--- src/hw/rtl/tbd_pkg.sv ---
// shared types, constants and palette helpers for the texture block decoder
package tbd_pkg;

    localparam int unsigned WordW = 64;
    localparam int unsigned ModeW = 4;
    localparam int unsigned SlotW = 4;
    localparam logic [ModeW-1:0] ModeReset = 4'd4;

    typedef enum logic [ModeW-1:0] {
        t_mode_rgba16 = 4'd0,
        t_mode_r11g11b10 = 4'd1,
        t_mode_rgba8 = 4'd2,
        t_mode_bgra8 = 4'd3,
        t_mode_bc1 = 4'd4,
        t_mode_bc2 = 4'd5,
        t_mode_bc3 = 4'd6,
        t_mode_bc4 = 4'd7,
        t_mode_bc5 = 4'd8
    } t_mode;

    typedef struct packed {
        logic [7:0] red;
        logic [7:0] green;
        logic [7:0] blue;
        logic [7:0] alpha_out;
        logic [SlotW-1:0] pixel_slot;
        logic last_of_run;
    } t_pixel;

    // latched job for the pixel sequencer
    typedef struct packed {
        logic [ModeW-1:0] mode;
        logic [WordW-1:0] word;
        logic [WordW-1:0] held;
        logic [SlotW-1:0] count_last;
    } t_job;

    // divide a value below 2048 (div3: below 1024) by a small constant through reciprocal multiply
    function automatic logic [7:0] div3(input logic [9:0] v);
        logic [21:0] p;
        p = 22'(v) * 22'd1366;
        return p[19:12];
    endfunction

    function automatic logic [7:0] div7(input logic [10:0] v);
        logic [23:0] p;
        p = 24'(v) * 24'd2341;
        return p[21:14];
    endfunction

    function automatic logic [7:0] div5(input logic [10:0] v);
        logic [23:0] p;
        p = 24'(v) * 24'd3277;
        return p[21:14];
    endfunction

    // one entry of the 8-entry endpoint ramp
    function automatic logic [7:0] ramp_entry(input logic [15:0] ep, input logic [2:0] idx);
        logic [7:0] e0;
        logic [7:0] e1;
        logic [2:0] w1;
        logic [2:0] w0;
        logic [10:0] s;
        e0 = ep[7:0];
        e1 = ep[15:8];
        w1 = idx - 3'd1;
        s = '0;
        if (idx == 3'd0) begin
            return e0;
        end
        if (idx == 3'd1) begin
            return e1;
        end
        if (e0 > e1) begin
            w0 = 3'd7 - w1;
            s = 11'(w0) * 11'(e0) + 11'(w1) * 11'(e1);
            return div7(s);
        end
        if (idx == 3'd6) begin
            return 8'h00;
        end
        if (idx == 3'd7) begin
            return 8'hFF;
        end
        w0 = 3'd5 - w1;
        s = 11'(w0) * 11'(e0) + 11'(w1) * 11'(e1);
        return div5(s);
    endfunction

    // one channel of the four-entry colour palette
    function automatic logic [7:0] pal_chan(input logic [7:0] a, input logic [7:0] b,
                                            input logic [1:0] c, input logic four);
        logic [7:0] r;
        unique case (c)
            2'd0: r = a;
            2'd1: r = b;
            2'd2: r = four ? div3({a, 1'b0} + 10'(b)) : 8'((9'(a) + 9'(b)) >> 1);
            default: r = four ? div3(10'(a) + {b, 1'b0}) : 8'h00;
        endcase
        return r;
    endfunction

endpackage

--- src/hw/rtl/tbd_if.sv ---
// valid/ready channel carrying a payload
interface tbd_if #(parameter type t_data = logic) ();
    logic valid;
    logic ready;
    t_data data;
    modport source (output valid, output data, input ready);
    modport sink (input valid, input data, output ready);
endinterface

--- src/hw/rtl/tbd_front.sv ---
// input acceptance, format register and half-block holding
module tbd_front import tbd_pkg::*; (
    input  logic i_clk,
    input  logic i_rst_n,
    input  logic i_cfg_we,
    input  logic [ModeW-1:0] i_cfg_data,
    input  logic i_valid,
    input  logic [WordW-1:0] i_word,
    input  logic i_job_ready,
    output logic o_ready,
    output logic o_job_valid,
    output t_job o_job
);

    logic [ModeW-1:0] r_mode;
    logic [WordW-1:0] r_held;
    logic r_pending;
    logic w_fire;
    logic w_two;
    logic w_emit;
    logic w_bad;

    assign o_ready = i_job_ready;
    assign w_fire = i_valid && o_ready;
    assign w_two = (r_mode == t_mode_bc2) || (r_mode == t_mode_bc3) || (r_mode == t_mode_bc5);
    assign w_bad = r_mode > t_mode_bc5;
    assign w_emit = !w_bad && !(w_two && !r_pending);

    assign o_job_valid = i_valid && w_emit;
    always_comb begin
        o_job.mode = r_mode;
        o_job.word = i_word;
        o_job.held = r_held;
        if (r_mode == t_mode_rgba16) begin
            o_job.count_last = 4'd0;
        end else if (r_mode == t_mode_r11g11b10 || r_mode == t_mode_rgba8
                     || r_mode == t_mode_bgra8) begin
            o_job.count_last = 4'd1;
        end else begin
            o_job.count_last = 4'd15;
        end
    end

    always_ff @(posedge i_clk) begin
        if (!i_rst_n) begin
            r_mode <= ModeReset;
            r_pending <= 1'b0;
            r_held <= '0;
        end else if (i_cfg_we) begin
            r_mode <= i_cfg_data;
            r_pending <= 1'b0;
        end else if (w_fire && !w_bad) begin
            if (w_two && !r_pending) begin
                r_held <= i_word;
                r_pending <= 1'b1;
            end else begin
                r_pending <= 1'b0;
            end
        end
    end

`ifndef SYNTHESIS
    a_pend_two: assert property (@(posedge i_clk) disable iff (!i_rst_n)
        r_pending |-> w_two) else $error("pending outside two-word mode");
    a_first_silent: assert property (@(posedge i_clk) disable iff (!i_rst_n)
        (w_two && !r_pending) |-> !o_job_valid) else $error("first half emitted");
    a_cfg_clear: assert property (@(posedge i_clk) disable iff (!i_rst_n)
        i_cfg_we |=> !r_pending) else $error("config left pending set");
`endif

endmodule

--- src/hw/rtl/tbd_pixel.sv ---
// per-pixel decode of the latched job
module tbd_pixel import tbd_pkg::*; (
    input  t_job i_job,
    input  logic [SlotW-1:0] i_slot,
    output t_pixel o_pix
);

    logic [WordW-1:0] w;
    logic [WordW-1:0] h;
    logic [31:0] v;
    logic [15:0] c0;
    logic [15:0] c1;
    logic [1:0] ci;
    logic four;
    logic [7:0] r0, g0, b0, r1, g1, b1;
    logic [7:0] pr, pg, pb, pa;
    logic [2:0] iw;
    logic [2:0] ih;
    logic [3:0] a4;

    always_comb begin
        w = i_job.word;
        h = i_job.held;
        v = i_slot[0] ? w[63:32] : w[31:0];
        c0 = w[15:0];
        c1 = w[31:16];
        four = c0 > c1;
        ci = 2'(w >> (32 + 2 * 32'(i_slot)));
        iw = 3'(w >> (16 + 3 * 32'(i_slot)));
        ih = 3'(h >> (16 + 3 * 32'(i_slot)));
        a4 = 4'(h >> (4 * 32'(i_slot)));
        r0 = {c0[15:11], 3'b0}; g0 = {c0[10:5], 2'b0}; b0 = {c0[4:0], 3'b0};
        r1 = {c1[15:11], 3'b0}; g1 = {c1[10:5], 2'b0}; b1 = {c1[4:0], 3'b0};
        pr = pal_chan(r0, r1, ci, four);
        pg = pal_chan(g0, g1, ci, four);
        pb = pal_chan(b0, b1, ci, four);
        pa = (!four && ci == 2'd3) ? 8'h00 : 8'hFF;
        o_pix.pixel_slot = i_slot;
        o_pix.last_of_run = i_slot == i_job.count_last;
        unique case (i_job.mode)
            t_mode_rgba16: begin
                o_pix.red = w[15:8]; o_pix.green = w[31:24];
                o_pix.blue = w[47:40]; o_pix.alpha_out = w[63:56];
            end
            t_mode_r11g11b10: begin
                o_pix.red = v[31:24]; o_pix.green = v[20:13];
                o_pix.blue = v[9:2]; o_pix.alpha_out = 8'hFF;
            end
            t_mode_rgba8: begin
                o_pix.red = v[7:0]; o_pix.green = v[15:8];
                o_pix.blue = v[23:16]; o_pix.alpha_out = v[31:24];
            end
            t_mode_bgra8: begin
                o_pix.red = v[23:16]; o_pix.green = v[15:8];
                o_pix.blue = v[7:0]; o_pix.alpha_out = v[31:24];
            end
            t_mode_bc2: begin
                o_pix.red = pr; o_pix.green = pg; o_pix.blue = pb;
                o_pix.alpha_out = {a4, 4'b0};
            end
            t_mode_bc3: begin
                o_pix.red = pr; o_pix.green = pg; o_pix.blue = pb;
                o_pix.alpha_out = ramp_entry(h[15:0], ih);
            end
            t_mode_bc4: begin
                o_pix.red = ramp_entry(w[15:0], iw); o_pix.green = 8'h00;
                o_pix.blue = 8'h00; o_pix.alpha_out = 8'hFF;
            end
            t_mode_bc5: begin
                o_pix.red = ramp_entry(h[15:0], ih); o_pix.green = ramp_entry(w[15:0], iw);
                o_pix.blue = 8'h00; o_pix.alpha_out = 8'hFF;
            end
            default: begin
                o_pix.red = pr; o_pix.green = pg; o_pix.blue = pb; o_pix.alpha_out = pa;
            end
        endcase
    end

endmodule

--- src/hw/rtl/tbd_seq.sv ---
// job register, pixel counter and output register
module tbd_seq import tbd_pkg::*; (
    input  logic i_clk,
    input  logic i_rst_n,
    input  logic i_job_valid,
    input  t_job i_job,
    output logic o_job_ready,
    output logic o_valid,
    output t_pixel o_pix,
    input  logic i_ready
);

    logic r_busy;
    t_job r_job;
    logic [SlotW-1:0] r_slot;
    logic r_out_valid;
    t_pixel r_out;
    t_pixel w_pix;
    logic w_load;
    logic w_step;
    logic w_done;

    tbd_pixel u_pixel (.i_job(r_job), .i_slot(r_slot), .o_pix(w_pix));

    assign w_load = !r_out_valid || i_ready;
    assign w_step = r_busy && w_load;
    assign w_done = w_step && (r_slot == r_job.count_last);
    assign o_job_ready = !r_busy || w_done;
    assign o_valid = r_out_valid;
    assign o_pix = r_out;

    always_ff @(posedge i_clk) begin
        if (!i_rst_n) begin
            r_busy <= 1'b0;
            r_out_valid <= 1'b0;
            r_slot <= '0;
        end else begin
            if (w_load) begin
                r_out_valid <= r_busy;
            end
            if (o_job_ready) begin
                r_busy <= i_job_valid;
                r_slot <= '0;
            end else if (w_step) begin
                r_slot <= r_slot + 4'd1;
            end
        end
    end

    always_ff @(posedge i_clk) begin
        if (o_job_ready && i_job_valid) begin
            r_job <= i_job;
        end
        if (w_step) begin
            r_out <= w_pix;
        end
    end

`ifndef SYNTHESIS
    a_hold: assert property (@(posedge i_clk) disable iff (!i_rst_n)
        (r_out_valid && !i_ready) |=> r_out_valid && $stable(r_out))
        else $error("output dropped under stall");
    a_slot: assert property (@(posedge i_clk) disable iff (!i_rst_n)
        r_busy |-> r_slot <= r_job.count_last) else $error("slot overrun");
    a_job_hold: assert property (@(posedge i_clk) disable iff (!i_rst_n)
        (r_busy && !o_job_ready) |=> $stable(r_job))
        else $error("job changed mid run");
`endif

endmodule

--- src/hw/rtl/texture_block_decoder_core.sv ---
// top level of the texture block decoder
// channel  dir  payload                               transfer
// s_in     in   source_word[63:0]                     valid && ready
// m_out    out  red green blue alpha_out slot last    valid && ready
// cfg      in   format_mode[3:0]                      i_cfg_we
// one pixel per cycle unless m_out stalls: 16 per block word, 2 per packed word, 1 for rgba16
// the pixel counter over the latched job sets this rate; the first half of a block gives none
// next word is taken in the cycle the last pixel of the current one enters the output register
// synchronous active-low reset; output stalls hold the pixel register and the counter
module texture_block_decoder_core import tbd_pkg::*; (
    input  logic i_clk,
    input  logic i_rst_n,
    input  logic i_cfg_we,
    input  logic [ModeW-1:0] i_cfg_data,
    tbd_if.sink s_in,
    tbd_if.source m_out
);

    logic w_job_valid;
    logic w_job_ready;
    t_job w_job;

    tbd_front u_front (
        .i_clk(i_clk), .i_rst_n(i_rst_n), .i_cfg_we(i_cfg_we), .i_cfg_data(i_cfg_data),
        .i_valid(s_in.valid), .i_word(s_in.data), .i_job_ready(w_job_ready),
        .o_ready(s_in.ready), .o_job_valid(w_job_valid), .o_job(w_job)
    );

    tbd_seq u_seq (
        .i_clk(i_clk), .i_rst_n(i_rst_n), .i_job_valid(w_job_valid), .i_job(w_job),
        .o_job_ready(w_job_ready), .o_valid(m_out.valid), .o_pix(m_out.data),
        .i_ready(m_out.ready)
    );

endmodule
--- src/flat_wrapper.sv ---
// flat-port wrapper written by rule: the top's interface ports become plain ports
module texture_block_decoder_core_flat import tbd_pkg::*;
  (i_clk, i_rst_n, i_cfg_we, i_cfg_data, s_in_valid, s_in_data, s_in_ready, m_out_valid, m_out_data, m_out_ready);
  tbd_if s_in_i ();
  tbd_if m_out_i ();
  input  logic i_clk;
  input  logic i_rst_n;
  input  logic i_cfg_we;
  input  logic [ModeW-1:0] i_cfg_data;
  input wire logic [$bits(s_in_i.valid)-1:0] s_in_valid;
  input wire logic [$bits(s_in_i.data)-1:0] s_in_data;
  output wire logic [$bits(s_in_i.ready)-1:0] s_in_ready;
  output wire logic [$bits(m_out_i.valid)-1:0] m_out_valid;
  output wire logic [$bits(m_out_i.data)-1:0] m_out_data;
  input wire logic [$bits(m_out_i.ready)-1:0] m_out_ready;
  assign s_in_i.valid = s_in_valid;
  assign s_in_i.data = s_in_data;
  assign s_in_ready = s_in_i.ready;
  assign m_out_valid = m_out_i.valid;
  assign m_out_data = m_out_i.data;
  assign m_out_i.ready = m_out_ready;
  texture_block_decoder_core u_core (.i_clk(i_clk), .i_rst_n(i_rst_n), .i_cfg_we(i_cfg_we), .i_cfg_data(i_cfg_data), .s_in(s_in_i), .m_out(m_out_i));
endmodule
--- config.mk ---
export PLATFORM = sky130hd
export DESIGN_NAME = texture_block_decoder_core_flat
export DESIGN_NICKNAME = d
export VERILOG_FILES = /design/src/hw/rtl/tbd_pkg.sv /design/src/hw/rtl/tbd_if.sv /design/src/hw/rtl/tbd_front.sv /design/src/hw/rtl/tbd_pixel.sv /design/src/hw/rtl/tbd_seq.sv /design/src/hw/rtl/texture_block_decoder_core.sv /design/src/flat_wrapper.sv
export SDC_FILE = /design/constraint.sdc
export NUM_CORES = 1
export LEC_CHECK = 0
export BUFFER_PORTS_ARGS = -buffer_cell sky130_fd_sc_hd__buf_4
export CORE_AREA = 2 2 39 41
export CTS_BUF_LIST = sky130_fd_sc_hd__clkbuf_8
export DETAILED_ROUTE_END_ITERATION = 8
export DIE_AREA = 0 0 41 43
export HOLD_SLACK_MARGIN = 0.12
export PLACE_DENSITY = 0.75
export SETUP_SLACK_MARGIN = 0.05
export SYNTH_ARGS = -nofsm -noshare
export SYNTH_HDL_FRONTEND = slang
export SYNTH_SLANG_ARGS = --single-unit
--- constraint.sdc ---
create_clock -name i_clk -period 2.35 [get_ports i_clk]
set_input_delay 0.235 -clock i_clk [delete_from_list [all_inputs] [get_ports i_clk]]
set_output_delay 0.235 -clock i_clk [all_outputs]
set_load 0.05 [all_outputs]
==> results of run 1 <==
## kinds of logic (layout without fill, tap and decap cells)
kind of cell | Yosys count | in the layout | synth area share (%)
flops | 14 | 14 | 48.25
xor+xnor | 4 | 4 | 5.448
mux | 5 | 5 | 7.782
simple gates | 29 | 29 | 24.32
fa+ha+maj | 1 | 1 | 1.945
buf+inv | 5 | 18 | 2.919
compound gates | 8 | 8 | 9.339
## layer usage
layer | part of all wire [%] | routed length (microns)
met4 | 1.4 | 15
met2 | 51 | 538
met3 | 3.9 | 41
met5 | 0 | 0
met1 | 43 | 450
## flip-flops by register name (all words and copies together), names as in the netlist
register / count
u_core.u_seq.o_pix: 1
u_core.u_front.r_mode: 4
u_core.u_seq.o_valid: 1
u_core.u_seq.r_busy: 1
u_core.u_seq.r_slot: 4
u_core.u_seq.r_job: 2
u_core.u_front.r_pending: 1
## path summary, 6_finish.rpt
kind	from	to	slack (ps)
max	u_core.u_seq.r_slot[3]$_SDFFE_PP0P_	u_core.u_seq.r_job[0]$_SDFFCE_PN0P_	640
min reg2reg	u_core.u_front.r_pending$_SDFFE_PP0P_	u_core.u_front.r_pending$_SDFFE_PP0P_	480
min	i_rst_n	u_core.u_front.r_mode[2]$_SDFFE_PN1P_	190
max reg2reg	u_core.u_seq.r_slot[3]$_SDFFE_PP0P_	u_core.u_seq.r_job[0]$_SDFFCE_PN0P_	640
## layout by cell type (no fill, tap or decap)
cell type,count
buf_4,11
dfxtp_1,11
nor2_1,8
nand2_1,7
mux2i_1,5
inv_1,4
nand3_1,4
a21oi_1,3
xor2_1,3
clkbuf_8,3
edfxtp_1,3
nand2b_1,1
and4_1,1
nor4_1,1
xnor2_1,1
o211ai_1,1
or2_2,1
or3_2,1
or4bb_1,1
or4b_1,1
nand4bb_1,1
a31oi_2,1
o31ai_1,1
nor2b_1,1
o21a_1,1
a21bo_1,1
and3_1,1
ha_1,1
## report_power, final
group | leakage, nW | switching [W] | total [W] | internal [W]
clock | 0.0269 | 0.0000713 | 0.000186 | 0.000115
sequential | 0.115 | 0.0000142 | 0.000275 | 0.000260
combinational | 0.195 | 0.0000488 | 0.0000849 | 0.0000361
## through the flow
step | hold slack, ps | cell area, sq um | power (W)
5_1_grt | 181.0 | 783.3 | 0.0005730
4_1_cts | 174.1 | 783.3 | 0.0005558
3_5_place_dp | 427.5 | 738.2 | 0.0003655
3_3_place_gp | 424.3 | 738.2 | 0.0003629
2_1_floorplan | 296.9 | 643.1 | 0.0003370
6_report | 185.2 | 783.3 | 0.0005456
## cell type report
cell class	count	area share [%]
Clock inverter	1	0.4792
Tap cell	16	2.556
Inverter	3	1.438
Sequential cell	14	39.62
Timing Repair Buffer	11	10.54
Multi-Input combinational cell	47	40.10
Clock buffer	3	5.272
==> impl_metrics.env, run 1 <==
export IMPL_power_density_nw_per_um2=696.6
export IMPL_dpl_hpwl_microns=852.7
export IMPL_finalWorstSetupSlack_ps=642.0
export IMPL_clk_pin_slew_ps=50
export IMPL_vias_per_cell=5.084
export IMPL_hold_viol_final=0
export IMPL_syn_nets=77
export IMPL_stdcell_count=95
export IMPL_max_freq_mhz=585.5
export IMPL_drive_gt1_share_pct=21.52
export IMPL_grt_antenna_before_repair=0
export IMPL_synth_top_area_cell="dfxtp_1"
export IMPL_postRouteAntennaNets=0
export IMPL_finalCritPeriodShare_pct=72.68
export IMPL_crit_cells=4
export IMPL_ctsHtreeMaxLevel=1
export IMPL_first_iter_violations=5
export IMPL_yosys_cell_types_count=27
export IMPL_cp_slowest_stage_delay_ps=370
export IMPL_synth_seq_cells=14
export IMPL_fin_tns_setup_ps=0
export IMPL_cp_top_family="simple AND/OR/NAND/NOR gates"
export IMPL_slew_viol_final=0
export IMPL_cpMaxStageDelayCell="nor4_1"
export IMPL_critPathArrivalTime_ps=1640
export IMPL_worst_path_buf_inv=0
export IMPL_rsz0062_at_grt="false"
export IMPL_seqCellArea_sq_um=310.3
export IMPL_wl_microns=1045
export IMPL_post_place_ws_ps=647.9
export IMPL_fillers=128
export IMPL_dr_pass1_iters=4
export IMPL_clock_root_buffer="clkbuf_8"
export IMPL_wl_per_cell_microns=11.00
export IMPL_grt_use_met2_pct=23.13
export IMPL_grt_first_pass_wirelength_microns=1794
export IMPL_yosysWarnings=0
export IMPL_crit_chain="nor4_1 -> o211ai_1 -> a21oi_1 -> nor2b_1"
export IMPL_place_inst=91
export IMPL_ioPinCount=13
export IMPL_use_met3_pct=3.141
export IMPL_whs_path_depth=2
export IMPL_synthFlopType="dfxtp_1"
export IMPL_ir_drop_mv=0.5182
export IMPL_top_usage_layer="met2"
export IMPL_path_class="reg -> reg"
export IMPL_layout_nets=91
export IMPL_postCtsHoldBufs=0
export IMPL_grt_ovfl_total=0
export IMPL_seq_area_frac_synth_pct=48.25
export IMPL_core_area_sq_um=1384
export IMPL_crit_path_end_kind="register"
export IMPL_cp_required_ps=2280
export IMPL_fp_dieArea_sq_um=1763
export IMPL_post_cts_buffers=0
export IMPL_worstSkewPairLatency_ps=230
export IMPL_path_max_fanout=3
export IMPL_synth_area_top_cells="dfxtp_1 34%, edfxtp_1 14%, mux2i_1 7.8%, nor2_1 4.7%, nand2_1 4.1%"
export IMPL_cts_repair_resized=0
export IMPL_slew_headroom_pct=75.99
export IMPL_clockBufferDepth=2
export IMPL_setup_viol=0
export IMPL_maxCapViolations=0
export IMPL_grt_pass1_vias=442
export IMPL_gp_congestion=0.7768
export IMPL_status="complete, no violations"
export IMPL_cts_tree="built"
export IMPL_use_met1_pct=19.33
export IMPL_skew_ps=2.746
export IMPL_multiInputGateArea_sq_um=314.1
export IMPL_grt_max_degree=9
export IMPL_cts_sinks=14
export IMPL_hp_class="in -> reg"
export IMPL_die_width_microns=41
export IMPL_synthCells=66
export IMPL_num_rows=14
export IMPL_syn_cell_area_sq_um=643.1
export IMPL_synthTopCellsByCount="11 x dfxtp_1, 8 x nor2_1, 7 x nand2_1"
export IMPL_p_leak_nw=0.3370
export IMPL_portBuffers=11
export IMPL_area_growth_pct=21.79
export IMPL_vias=483
export IMPL_final_util_pct=56.60
export IMPL_grtUsageTotal_pct=15.84
export IMPL_syn_mean_instance_area_sq_um=9.744
export IMPL_period_needed_ps=1708
export IMPL_initial_utilization_pct=46.47
export IMPL_tightest_slew_ps=356.8
export IMPL_yosysTopAreaCellShare_pct=34.24
export IMPL_diodes=0
export IMPL_synth_edf_count=3
export IMPL_ff2ff_path_depth=4
export IMPL_cts_buffers=3
export IMPL_start_kind="register"
export IMPL_synth_async_sr_flop_share_pct=0
export IMPL_die_h_microns=43
export IMPL_synthMostInstantiatedCell="dfxtp_1"
export IMPL_drc=0
Power figures use the tool's default switching activity.
==> inputs of run 2 (changes only) <==
==> constraint.sdc (replaced) <==
create_clock -name i_clk -period 1.6 [get_ports i_clk]
set_input_delay 0.16 -clock i_clk [delete_from_list [all_inputs] [get_ports i_clk]]
set_output_delay 0.16 -clock i_clk [all_outputs]
set_load 0.05 [all_outputs]
==> impl_metrics.env, run 2 (same netlist as run 1, synthesis figures left out) <==
export IMPL_ir_drop_mv=0.5628
export IMPL_ff2ff_path_depth=4
export IMPL_fillers=134
export IMPL_grt_pass1_vias=493
export IMPL_finalWorstSetupSlack_ps=-7.889
export IMPL_ioPinCount=13
export IMPL_status="finished, violations left"
export IMPL_tightest_slew_ps=281.7
export IMPL_design_power_total_w=0.0008344
export IMPL_setup_viol=1
export IMPL_slew_viol_final=0
export IMPL_num_rows=14
export IMPL_violations="negative setup slack"
export IMPL_maxCapViolations=0
export IMPL_power_density_nw_per_um2=975.0
export IMPL_clockBufferDepth=2
export IMPL_diodes=0
export IMPL_hp_start="i_cfg_data[2]"
export IMPL_cts_tree="built"
export IMPL_hold_viol_final=0
export IMPL_grtUsageTotal_pct=17.77
export IMPL_max_freq_mhz=621.9
export IMPL_critPathArrivalTime_ps=1450
export IMPL_hp_class="in -> reg"
export IMPL_cpMaxStageDelayCell="edfxtp_1"
export IMPL_period_needed_ps=1608
export IMPL_vias=526
export IMPL_gp_congestion=0.7678
export IMPL_wl_per_cell_microns=12.29
export IMPL_crit_path_end_kind="primary output"
export IMPL_grt_antenna_before_repair=0
export IMPL_dr_pass1_iters=4
export IMPL_grt_first_pass_wirelength_microns=1973
export IMPL_crit_chain="and4_1 -> o211ai_1 -> buf_4 -> nand2_2 -> buf_6"
export IMPL_layout_nets=97
export IMPL_skew_ps=0.6477
export IMPL_multiInputGateArea_sq_um=331.6
export IMPL_worstSkewPairLatency_ps=240
export IMPL_mostFrequentLayoutCells="15 x buf_4, 8 x nor2_1, 8 x dfxtp_1, 6 x nand2_1, 5 x mux2i_1"
export IMPL_wl_microns=1241
export IMPL_fin_tns_setup_ps=-7.889
export IMPL_drive_gt1_share_pct=31.76
export IMPL_top_regs="u_core.u_front.r_mode x4, u_core.u_seq.r_slot x4, u_core.u_seq.r_job x2"
export IMPL_rsz0062_at_grt="true"
export IMPL_finalCritPeriodShare_pct=100.5
export IMPL_cts_buffers=3
export IMPL_cp_slowest_stage_delay_ps=430
export IMPL_grt_ovfl_total=0
export IMPL_path_max_fanout=2
export IMPL_core_area_sq_um=1384
export IMPL_clock_root_buffer="clkbuf_8"
export IMPL_die_h_microns=43
export IMPL_whs_path_depth=3
export IMPL_r2r_start="u_core.u_seq.r_slot[1]$_SDFFE_PP0P_"
export IMPL_fp_dieArea_sq_um=1763
export IMPL_worst_r2r_setup_slack_ps=80
export IMPL_p_leak_nw=0.3711
export IMPL_clk_pin_slew_ps=50
export IMPL_dpl_hpwl_microns=942.9
export IMPL_seqCellArea_sq_um=314.1
export IMPL_area_growth_pct=33.07
export IMPL_holdPathEnd="u_core.u_front.r_mode[2]$_SDFFE_PN1P_"
export IMPL_first_iter_violations=5
export IMPL_slew_headroom_pct=81.19
export IMPL_layout_commonest_cell="buf_4"
export IMPL_initial_utilization_pct=46.47
export IMPL_postRouteAntennaNets=0
export IMPL_start_kind="register"
export IMPL_die_width_microns=41
export IMPL_cts_sinks=14
export IMPL_rr_endpoint="u_core.u_seq.r_job[0]$_SDFFCE_PN0P_"
export IMPL_vias_per_cell=5.208
export IMPL_ctsHtreeMaxLevel=1
export IMPL_drc=0
export IMPL_grt_max_degree=9
export IMPL_cp_required_ps=1440
export IMPL_path_class="reg -> out"
export IMPL_portBuffers=11
## run 2: cell types whose count changed in the layout (fill, tap and decap cells not counted), sizes merged
cell	delta
buf	+5
dlygate4sd3	+1
## run 2: layout make-up
cell class                      count  share of cell area (%)
Clock inverter                      1                  0.4386
Sequential cell                    14                   36.70
Inverter                            3                   1.316
Timing Repair Buffer               17                   15.64
Multi-Input combinational cell     47                   38.74
Tap cell                           16                   2.339
Clock buffer                        3                   4.825
## run 2: power by group
part | leakage (nW) | switching, W | internal, W | total [W]
sequential | 0.117 | 0.0000208 | 0.000383 | 0.000404
combinational | 0.227 | 0.0000779 | 0.0000680 | 0.000146
clock | 0.0269 | 0.000116 | 0.000169 | 0.000285
## run 2: worst max-delay path: cells and delay by family (launching register included)
kind | cells | cell delay [ps]
DFF | 1 | 430
buffers and inverters | 2 | 320
and+or+nand+nor | 2 | 250
AOI/OAI and AO/OA | 1 | 210
## run 2: layer usage
metal | global-route usage (%) | up-vias | part of all wire [%]
met1 | 17.67 | 240 | 41
met2 | 27.81 | 12 | 51
met5 | 0 | - | 0
li1 | - | 268 | -
met3 | 4.712 | 6 | 3.5
met4 | 16.00 | 0 | 3.8
## run 2: how the worst max path moves through the flow
| stage | start | endpoint | slack (ps) |
|---|---|---|---|
| 5_1_grt | u_core.u_seq.r_job[2]$_SDFFCE_PN0P_ | s_in_ready | -80 |
| 4_1_cts | u_core.u_seq.r_slot[3]$_SDFFE_PP0P_ | s_in_ready | 0.6 |
| 6_report | u_core.u_seq.r_job[2]$_SDFFCE_PN0P_ | s_in_ready | -8 |
| 3_3_place_gp | u_core.u_seq.r_slot[3]$_SDFFE_PP0P_ | u_core.u_seq.r_job[2]$_SDFFCE_PN0P_ | 70 |
| 3_5_place_dp | u_core.u_seq.r_slot[2]$_SDFFE_PP0P_ | u_core.u_seq.r_job[2]$_SDFFCE_PN0P_ | 50 |
| 2_1_floorplan | u_core.u_seq.r_slot[3]$_SDFFE_PP0P_ | u_core.u_seq.r_job[0]$_SDFFCE_PN0P_ | 50 |
## run 2: repair_timing
item,CTS,global route
resized for setup,4,2
pin swaps,2,0
setup buffers,0,0
hold endpoints to repair,1,0
endpoints found under the setup margin,3,3
hold buffers,1,0
## run 2: metrics by stage
stage / std cells / utilization [%] / instance area [sq um] / setup slack (ps) / hold slack, ps
after floorplan: 66 / - / 644.4 / 50.66 / 221.9
after global placement: 96 / 56.15 / 777.0 / 69.38 / 349.2
after detailed placement: 96 / 56.15 / 777.0 / 51.33 / 352.5
after CTS: 101 / 61.03 / 844.6 / 0.5583 / 127.6
after global routing: 101 / 61.84 / 855.8 / -79.51 / 152.2
final: 101 / 61.84 / 855.8 / -7.889 / 129.8
==> inputs of run 3 (changes only) <==
--- a/config.mk
+++ b/config.mk
@@ -6,13 +6,13 @@
 export NUM_CORES = 1
 export LEC_CHECK = 0
 export BUFFER_PORTS_ARGS = -buffer_cell sky130_fd_sc_hd__buf_4
-export CORE_AREA = 2 2 39 41
+export CORE_UTILIZATION = 65
 export CTS_BUF_LIST = sky130_fd_sc_hd__clkbuf_8
 export DETAILED_ROUTE_END_ITERATION = 8
-export DIE_AREA = 0 0 41 43
 export HOLD_SLACK_MARGIN = 0.12
-export PLACE_DENSITY = 0.75
+export PLACE_DENSITY = 0.81
 export SETUP_SLACK_MARGIN = 0.05
 export SYNTH_ARGS = -nofsm -noshare
 export SYNTH_HDL_FRONTEND = slang
+export SYNTH_HIERARCHICAL = 1
 export SYNTH_SLANG_ARGS = --single-unit
==> impl_metrics.env, run 3 <==
export IMPL_cts_sinks=16
export IMPL_cts_tree="built"
export IMPL_vias=594
export IMPL_postRouteAntennaNets=0
export IMPL_syn_cell_area_sq_um=873.3
export IMPL_ctsHtreeMaxLevel=1
export IMPL_dpl_cell_area_sq_um=897.1
export IMPL_ir_drop_mv=0.6635
export IMPL_drive_gt1_share_pct=28.13
export IMPL_post_place_ws_ps=-12.45
export IMPL_layout_commonest_cell="buf_4"
export IMPL_slew_viol_final=0
export IMPL_clk_pin_slew_ps=60
export IMPL_status="complete, no violations"
export IMPL_initial_utilization_pct=74.57
export IMPL_finalWorstSetupSlack_ps=12.51
export IMPL_yosysWarnings=6
export IMPL_first_iter_violations=13
export IMPL_grt_pass1_vias=559
export IMPL_vias_per_cell=5.400
export IMPL_top_regs="u_core/u_front/r_mode x4, u_core/u_seq/r_job x4, u_core/u_seq/r_slot x4"
export IMPL_max_freq_mhz=629.9
export IMPL_wl_microns=1421
export IMPL_period_needed_ps=1587
export IMPL_cp_required_ps=1790
export IMPL_syn_mean_instance_area_sq_um=9.097
export IMPL_finalCritPeriodShare_pct=99.22
export IMPL_stdcell_area_sq_um=972.2
export IMPL_clock_root_buffer="clkbuf_8"
export IMPL_tightest_slew_ps=287.4
export IMPL_synthCells=96
export IMPL_grt_antenna_before_repair=0
export IMPL_setup_viol=0
export IMPL_wl_per_cell_microns=12.92
export IMPL_grt_first_pass_wirelength_microns=2194
export IMPL_dpl_hpwl_microns=1070
export IMPL_hp_class="in -> reg"
export IMPL_syn_nets=107
export IMPL_grt_use_met2_pct=46.25
export IMPL_start_kind="register"
export IMPL_core_area_sq_um=1171
export IMPL_area_growth_pct=11.32
export IMPL_critPathArrivalTime_ps=1780
export IMPL_path_class="reg -> reg"
export IMPL_worstSkewPairLatency_ps=240
export IMPL_grtUsageTotal_pct=23.35
export IMPL_maxCapViolations=0
export IMPL_grt_ovfl_total=0
export IMPL_gp_congestion=0.7337
export IMPL_skew_ps=0.4671
export IMPL_rsz0062_at_grt="true"
export IMPL_crit_path_end_kind="register"
export IMPL_layout_nets=108
export IMPL_die_h_microns=38.66
export IMPL_num_rows=12
export IMPL_p_leak_nw=0.4213
export IMPL_dr_pass1_iters=4
export IMPL_die_width_microns=38.66
export IMPL_top_usage_layer="met2"
export IMPL_slew_headroom_pct=80.78
export IMPL_diodes=0
export IMPL_path_max_fanout=3
export IMPL_drc=0
export IMPL_fp_dieArea_sq_um=1494
export IMPL_mostFrequentLayoutCells="18 x buf_4, 11 x dfxtp_1, 8 x xor2_1, 6 x nand2_1"
export IMPL_use_met3_pct=6.936
export IMPL_clockBufferDepth=2
export IMPL_ioPinCount=13
export IMPL_hold_viol_final=0
export IMPL_portBuffers=11
export IMPL_cts_buffers=3
export IMPL_use_met1_pct=18.59
export IMPL_grt_max_degree=10
export IMPL_postCtsHoldBufs=0
export IMPL_power_density_nw_per_um2=947.7
==> run 3: worst paths after layout <==
| kind | endpoint | slack, ps | cells past startpoint | startpoint |
|---|---|---|---|---|
| worst max-delay path | u_core/u_front/r_pending$_SDFFE_PP0P_ | 10 | 7 | u_core/u_seq/r_job[1]$_DFFE_PP_ |
| worst min register to register | u_core/u_front/r_mode[0]$_SDFFE_PN0P_ | 570 | 2 | u_core/u_front/r_mode[0]$_SDFFE_PN0P_ |
| worst min-delay path | u_core/u_front/r_mode[2]$_SDFFE_PN1P_ | 130 | 3 | i_cfg_data[2] |
| worst max register to register | u_core/u_front/r_pending$_SDFFE_PP0P_ | 10 | 7 | u_core/u_seq/r_job[1]$_DFFE_PP_ |
==> run 3: area by class of cell <==
| class | instances | area [sq um] |
|---|---|---|
| clock inverter | 1 | 3.754 |
| inverter | 3 | 11.26 |
| sequential | 16 | 370.4 |
| timing repair buffer | 19 | 146.4 |
| tap | 14 | 17.52 |
| fill | 82 | 198.9 |
| multi-input combinational | 54 | 381.6 |
| clock buffer | 3 | 41.29 |
==> run 3: critical path: stages (launching register included) <==
cell and delay, ps:
edfxtp_1 420, xnor2_1 180, nand4_1 150, o21ai_2 230, nand2_1 100, a21oi_2 120
mux2i_1 170, and3b_1 150
==> run 3: what timing repair did <==
action | CTS | global route
setup buffers | 2 | 1
hold endpoints to repair | 0 | 0
resized for setup | 2 | 0
pin swaps | 5 | 2
endpoints found under the setup margin | 2 | 6
==> run 3: through the flow <==
step           setup TNS [ps]  hold WS (ps)  utilization (%)  instances  total power [W]
2_1_floorplan               0         271.5                -         96        0.0005838
3_3_place_gp                0         371.7            76.60        103        0.0006189
3_5_place_dp           -12.45         387.6            76.60        103        0.0006247
4_1_cts                -23.00         130.4            82.37        109        0.0009269
5_1_grt                -287.0         127.8            83.01        110        0.0009616
6_report                    0         132.8            83.01        110        0.0009213
==> run 3: power breakdown <==
group	internal, W	switching, W	total (W)
Combinational	0.0000737	0.0000911	0.000165
Sequential	0.000443	0.0000184	0.000462
Clock	0.000170	0.000125	0.000295
Total	0.000686	0.000235	0.000921
==> run 3: metal layers <==
layer,vias up,wire (microns)
li1,298,-
met1,279,571
met2,13,777
met3,4,39
met4,0,32
met5,-,0
